--- src/rtl/core/column_pixel_blend_scaler_unit_macros.svh ---
// assertion macros shared by the column pixel blend scaler rtl
// no dependencies; included by the top level only
`ifndef COLUMN_PIXEL_BLEND_SCALER_UNIT_MACROS_SVH
`define COLUMN_PIXEL_BLEND_SCALER_UNIT_MACROS_SVH

// same-cycle implication, disabled while reset is low
`define CPBS_ASSERT_IMP(label, clk, rst_n, ante, cons) \
    label: assert property (@(posedge clk) disable iff (!(rst_n)) (ante) |-> (cons)) \
        else $error("cpbs check failed");

// next-cycle implication, disabled while reset is low
`define CPBS_ASSERT_NXT(label, clk, rst_n, ante, cons) \
    label: assert property (@(posedge clk) disable iff (!(rst_n)) (ante) |=> (cons)) \
        else $error("cpbs check failed");

`endif

--- src/rtl/core/cpbs_ram.sv ---
// generic simple dual-port ram, one write and one registered read per cycle
// no dependencies
`timescale 1ns / 1ps

module cpbs_ram #(
    parameter int WIDTH = 8,
    parameter int DEPTH = 256
) (
    input  logic                     aclk,
    input  logic                     we,
    input  logic [$clog2(DEPTH)-1:0] waddr,
    input  logic [WIDTH-1:0]         wdata,
    input  logic                     re,
    input  logic [$clog2(DEPTH)-1:0] raddr,
    output logic [WIDTH-1:0]         rdata
);

    logic [WIDTH-1:0] mem_reg [DEPTH];
    logic [WIDTH-1:0] rdata_reg;

    always_ff @(posedge aclk) begin
        if (we) begin
            mem_reg[waddr] <= wdata;
        end
        if (re) begin
            rdata_reg <= mem_reg[raddr];
        end
    end

    assign rdata = rdata_reg;

endmodule
--- config.mk ---
export PLATFORM = sky130hd
export DESIGN_NAME = cpbs_ram
export DESIGN_NICKNAME = d
export VERILOG_FILES = /design/src/rtl/core/column_pixel_blend_scaler_unit_macros.svh /design/src/rtl/core/cpbs_ram.sv
export SDC_FILE = /design/constraint.sdc
export NUM_CORES = 2
export LEC_CHECK = 0
export BUFFER_PORTS_ARGS = -buffer_cell sky130_fd_sc_hd__buf_2
export CAP_MARGIN = 25
export CORE_AREA = 5 5 484 486
export CTS_BUF_LIST = sky130_fd_sc_hd__clkbuf_8
export DETAILED_ROUTE_END_ITERATION = 16
export DIE_AREA = 0 0 489 491
export MAX_ROUTING_LAYER = met4
export PLACE_DENSITY_LB_ADDON = 0.2
export SLEW_MARGIN = 20
export SYNTH_ARGS = -nofsm -noshare
export SYNTH_HDL_FRONTEND = slang
export SYNTH_SLANG_ARGS = --single-unit
--- constraint.sdc ---
create_clock -name aclk -period 3.6 [get_ports aclk]
set_input_delay 0.36 -clock aclk [delete_from_list [all_inputs] [get_ports aclk]]
set_output_delay 0.36 -clock aclk [all_outputs]
set_load 0.02 [all_outputs]
Word-level counts from Yosys, hierarchy flattened

Memory sizes are Yosys's and may differ from the RTL's. A register that Yosys moved wholly into a read port is not among the register bits.
Cells that the tools add are included.

Mux-type cells: 2

Operators with widths:

| kind             | number |
|---|---|
| 1-bit 2-to-1 mux | 2 |

Output and inout port bits: 8
Logic and storage cells: 3
RAM bits: 2048
Register bits: 0
Input port bits: 27
Memories kept: 1

Memory list:

| memory  | words | width | rd ports | clocked after memory_dff | write ports | line           | RTL |
|---|---|---|---|---|---|---|---|
| mem_reg | 256   | 8     | 1        | 1                        | 1           | cpbs_ram.sv:18 | `logic [WIDTH-1:0] mem_reg [DEPTH];` |

Depth between registers and ports, before layout

Word-level depth: 2
Depth in mapped cells: 11
Depth with buffers taken out: 6

Worst setup path before layout

Ideal clock, no wire load.

Kind: input-to-reg
Start: input port raddr[0]
End: register rdata_reg[2] (netlist: rdata[2]), read port of mem_reg (data pin)
Arrival time: 2.167 ns
Path slack: 1.164 ns
Stages on the path: 9
Library setup time: 0.269 ns
Buffers on the path: 4
Cells stage by stage: buf_6 -> buf_12 -> buf_8 -> buf_2 -> mux4_2 -> a22oi_1 -> a21oi_1 -> nor4_1 -> nor4_2

RTL lines:

| element     | line           | RTL |
|---|---|---|
| from (decl) | cpbs_ram.sv:14 | `input logic [$clog2(DEPTH)-1:0] raddr,` |
| to (decl)   | cpbs_ram.sv:19 | `logic [WIDTH-1:0] rdata_reg;` |

==> results.md <==
- Result of the run: completed
- Number of enable-type register cells in the synthesized netlist: 2,056
- Number of cells upsized or downsized after cts: 0
- Proportion of synthesized flip-flops having asynchronous set or reset: 0
- Cells along the critical path: mux4_2 -> a22o_1 -> a221oi_1 -> o32ai_1 -> nor3_1 -> buf_4 -> nor4_1
- Top delay family on crit path: compound AO/OA/AOI/OAI gates
- Areal power density over the cells: 519.2 nW/um^2
- Arrival time of the worst setup path: 3510 ps
- Count of hold-fix buffers inserted at cts: 17
- Top-area cell type share of the netlist area: 0.7753
- Setup repair bufs after CTS: 0
- Count of antenna-violating nets left after detailed routing: 0
- Final clock period utilization by the worst path: 0.7633
- Core region area: 229,200 um^2
- Antenna violations before repair: 10
- Hold slack final: 124.8 ps
- Drt wl/cell: 29.11 um
- Gr ovfl total: 0
- Final wirelength: 221,200 um
- Cells taking the most area after synthesis: sky130_fd_sc_hd__edfxtp_1 78%, sky130_fd_sc_hd__mux4_2 13%, sky130_fd_sc_hd__mux2i_1 1.7%
- Clk buf depth: 4
- Initial Util: 0.3474
- Share of final-layout standard cells stronger than drive strength 1: 0.2911
- Detailed placer's ending HPWL: 137,300 um
- RSZ-0062 raised after global routing: no
- Placed cell count: 6,972
- Gp weighted congestion: 0.8323
- Area of the die: 240,100 um^2
- Sink Count: 2,056
- Relative slew margins: 0.3336
- Nature of the critical path endpoint: flip-flop
- Critical Setup Path Class: flip-flop to flip-flop
- Drt via density: 5.343
- Slowest stage cell on the critical path: sky130_fd_sc_hd__a221oi_1
- Final hold violations: 0
- Per-instance average area after synthesis: 21.33 um^2
- Global-route total usage across every layer: 0.1876
- Number of primary I/O pins: 35
- Leakage power: 29.39 nW
- Startpoint types: flip-flop
- Vertical die dimension: 491 um
- Post-layout instance count excluding filler cells: 7,599
- Flip-flop and latch count after synthesis: 2,056
- Register clock-pin slew on the reported worst setup and hold paths: 60 ps
- Largest area contributor in the netlist: sky130_fd_sc_hd__edfxtp_1
- Insertion delay of the later-clocked pin in the worst-skew pair: 1050 ps
- Transition at the pin with the smallest max-transition slack: 996.0 ps
- CTS tree: done
- Time the worst path needs with I/O delays and setup: 2748 ps
- Floorplan row count: 176
- Layout fillers: 20,518
- Sequential area share after synthesis: 0.7753
- Vias after detailed routing: 40,600
- Total Negative Setup Slacks: 0 ps
- Number of maximum-capacitance constraint violations: 0
- Syn_nets: 3,760
- Number of unique standard cell types used by synthesis: 54
- Endpoint required time on the critical path: 4370 ps
- Hold Crit Class: input port to flip-flop
- Width of the die: 489 um
- DRC Markers: 0
- First-pass DRT Iterations: 7
- Max FFs per register: 2,048
- Synthesized cell area: 79,640 um^2
- Area growth from synthesis to layout: 15.93%
- Total count of max-transition violations in the final report: 0
- Final setup vio count: 0
- Largest net degree at the start of global routing: 108
- Fin nets: 4,345
- Largest fanout on the critical path: 1
- Number of buffers created by CTS: 353
- Count of buffering cells on the critical path with inverters included: 1
- Top flip-flop cell by instance count after synthesis: sky130_fd_sc_hd__edfxtp_1
- Final worst clock skew: 72.45 ps
- Maximum level of the CTS H-tree: 5
- Clock Tree Root: sky130_fd_sc_hd__clkbuf_8
- Buffers added on ports: 34
- Peak supply drop: 0.3112 mV
- Number of global-route vias before repair: 41,584
- Highest clock frequency the design can meet: 0.3639 GHz
- Count of yosys warnings during synthesis: 0
- Delay of the slowest cell on the worst path: 590 ps
- Cells after Synth: 3,733
- DRC violation total after the first TritonRoute iteration: 3,981
- Global-route wire length before repair: 315,000 um
-- final timing paths --
| check | start | end | slack (ps) | depth (start not counted) |
|---|---|---|---|---|
| worst max-delay path | mem_reg[80][3] | rdata[3] | 850 | 7 |
| worst max register to register | mem_reg[80][3] | rdata[3] | 850 | 7 |
| worst min register to register | mem_reg[32][5] | rdata[5] | 1190 | 7 |
| worst min-delay path | waddr[3] | mem_reg[222][5] | 120 | 4 |
-- synth_stat cells, drive strengths merged (8+ instances only) --
| master | count |
|---|---|
| mux4 | 456 |
| nor3 | 22 |
| edfxtp | 2056 |
| o22ai | 28 |
| mux2i | 134 |
| o21ai | 12 |
| buf | 122 |
| a221oi | 14 |
| nand3 | 34 |
| o211ai | 10 |
| nand4 | 10 |
| nor2b | 31 |
| nand2 | 33 |
| a22o | 8 |
| nor4 | 27 |
| nand2b | 8 |
| nor2 | 282 |
| a21oi | 96 |
| clkbuf | 111 |
| o221ai | 47 |
| a22oi | 133 |
| a211oi | 16 |
-- where the power goes --
| part | total, mW | switching [mW] | internal, mW |
|---|---|---|---|
| Clock | 18.9 | 9.24 | 9.61 |
| Sequential | 26.5 | 0.0425 | 26.4 |
| Combinational | 2.63 | 1.70 | 0.937 |
-- per-stage QoR --
stage / total power [mW] / worst slack, ps / instance area, um^2 / utilization
5_1_grt: 49.76 / 776.9 / 92320 / 0.4027
6_report: 47.94 / 852.2 / 92320 / 0.4027
3_5_place_dp: 29.61 / -189.4 / 86050 / 0.3754
3_3_place_gp: 29.59 / -727.1 / 86020 / 0.3752
4_1_cts: 48.49 / 819.3 / 92300 / 0.4026
2_1_floorplan: 28.22 / 1164 / 79640 / -
-- metal layers --
metal  GRT usage  vias to the layer above  part of all wire
met5           -                        -                 0
met4     0.04264                        0             0.019
met3     0.03662                      321             0.064
met2      0.2862                     1447              0.48
met1      0.2625                    21892              0.44
li1            -                    16940                 -
-- worst reg2reg max path, cell delays in order, from the launching register on --
cell                       delay [ps]
sky130_fd_sc_hd__edfxtp_1         360
sky130_fd_sc_hd__mux4_2           460
sky130_fd_sc_hd__a22o_1           300
sky130_fd_sc_hd__a221oi_1         590
sky130_fd_sc_hd__o32ai_1          260
sky130_fd_sc_hd__nor3_1           230
sky130_fd_sc_hd__buf_4            210
sky130_fd_sc_hd__nor4_1            70
-- kinds of logic (layout without fill, tap and decap cells) --
family,after synthesis,in the layout,share of synthesized area
flip-flops,2056,2056,0.7753
multiplexers,591,591,0.1460
AND/OR/NAND/NOR,466,466,0.02625
AO/OA/AOI/OAI,385,385,0.03416
buffers and inverters,235,1067,0.01829
other,0,8,0
-- final cells by class --
class                      count  area, um^2  area share
inverter                       2       7.507  0.00008132
tap                         3026        3786     0.04101
antenna                        8       20.02   0.0002168
clock buffer                 362        4982     0.05397
sequential                  2056       61740      0.6687
clock inverter               240        1094     0.01184
multi-input combinational   1442       16530      0.1791
timing repair buffer         463        4161     0.04508
-- layout by cell type (no fill, tap or decap), types with 13 or more instances in the layout --
| cell | n |
|---|---|
| sky130_fd_sc_hd__edfxtp_1 | 2056 |
| sky130_fd_sc_hd__mux4_2 | 454 |
| sky130_fd_sc_hd__buf_4 | 363 |
| sky130_fd_sc_hd__clkbuf_8 | 362 |
| sky130_fd_sc_hd__nor2_1 | 279 |
| sky130_fd_sc_hd__mux2i_1 | 134 |
| sky130_fd_sc_hd__a22oi_1 | 133 |
| sky130_fd_sc_hd__inv_1 | 117 |
| sky130_fd_sc_hd__a21oi_1 | 96 |
| sky130_fd_sc_hd__clkinv_1 | 86 |
| sky130_fd_sc_hd__buf_12 | 50 |
| sky130_fd_sc_hd__o221ai_1 | 46 |
| sky130_fd_sc_hd__nand2_1 | 33 |
| sky130_fd_sc_hd__nand3_1 | 31 |
| sky130_fd_sc_hd__o22ai_1 | 28 |
| sky130_fd_sc_hd__nor2b_1 | 28 |
| sky130_fd_sc_hd__clkinv_2 | 27 |
| sky130_fd_sc_hd__nor4_1 | 23 |
| sky130_fd_sc_hd__buf_2 | 23 |
| sky130_fd_sc_hd__nor3_1 | 18 |
| sky130_fd_sc_hd__dlygate4sd3_1 | 17 |
| sky130_fd_sc_hd__a211oi_1 | 16 |
| sky130_fd_sc_hd__a221oi_1 | 13 |
No activity file was read; power rests on OpenSTA's default activity.
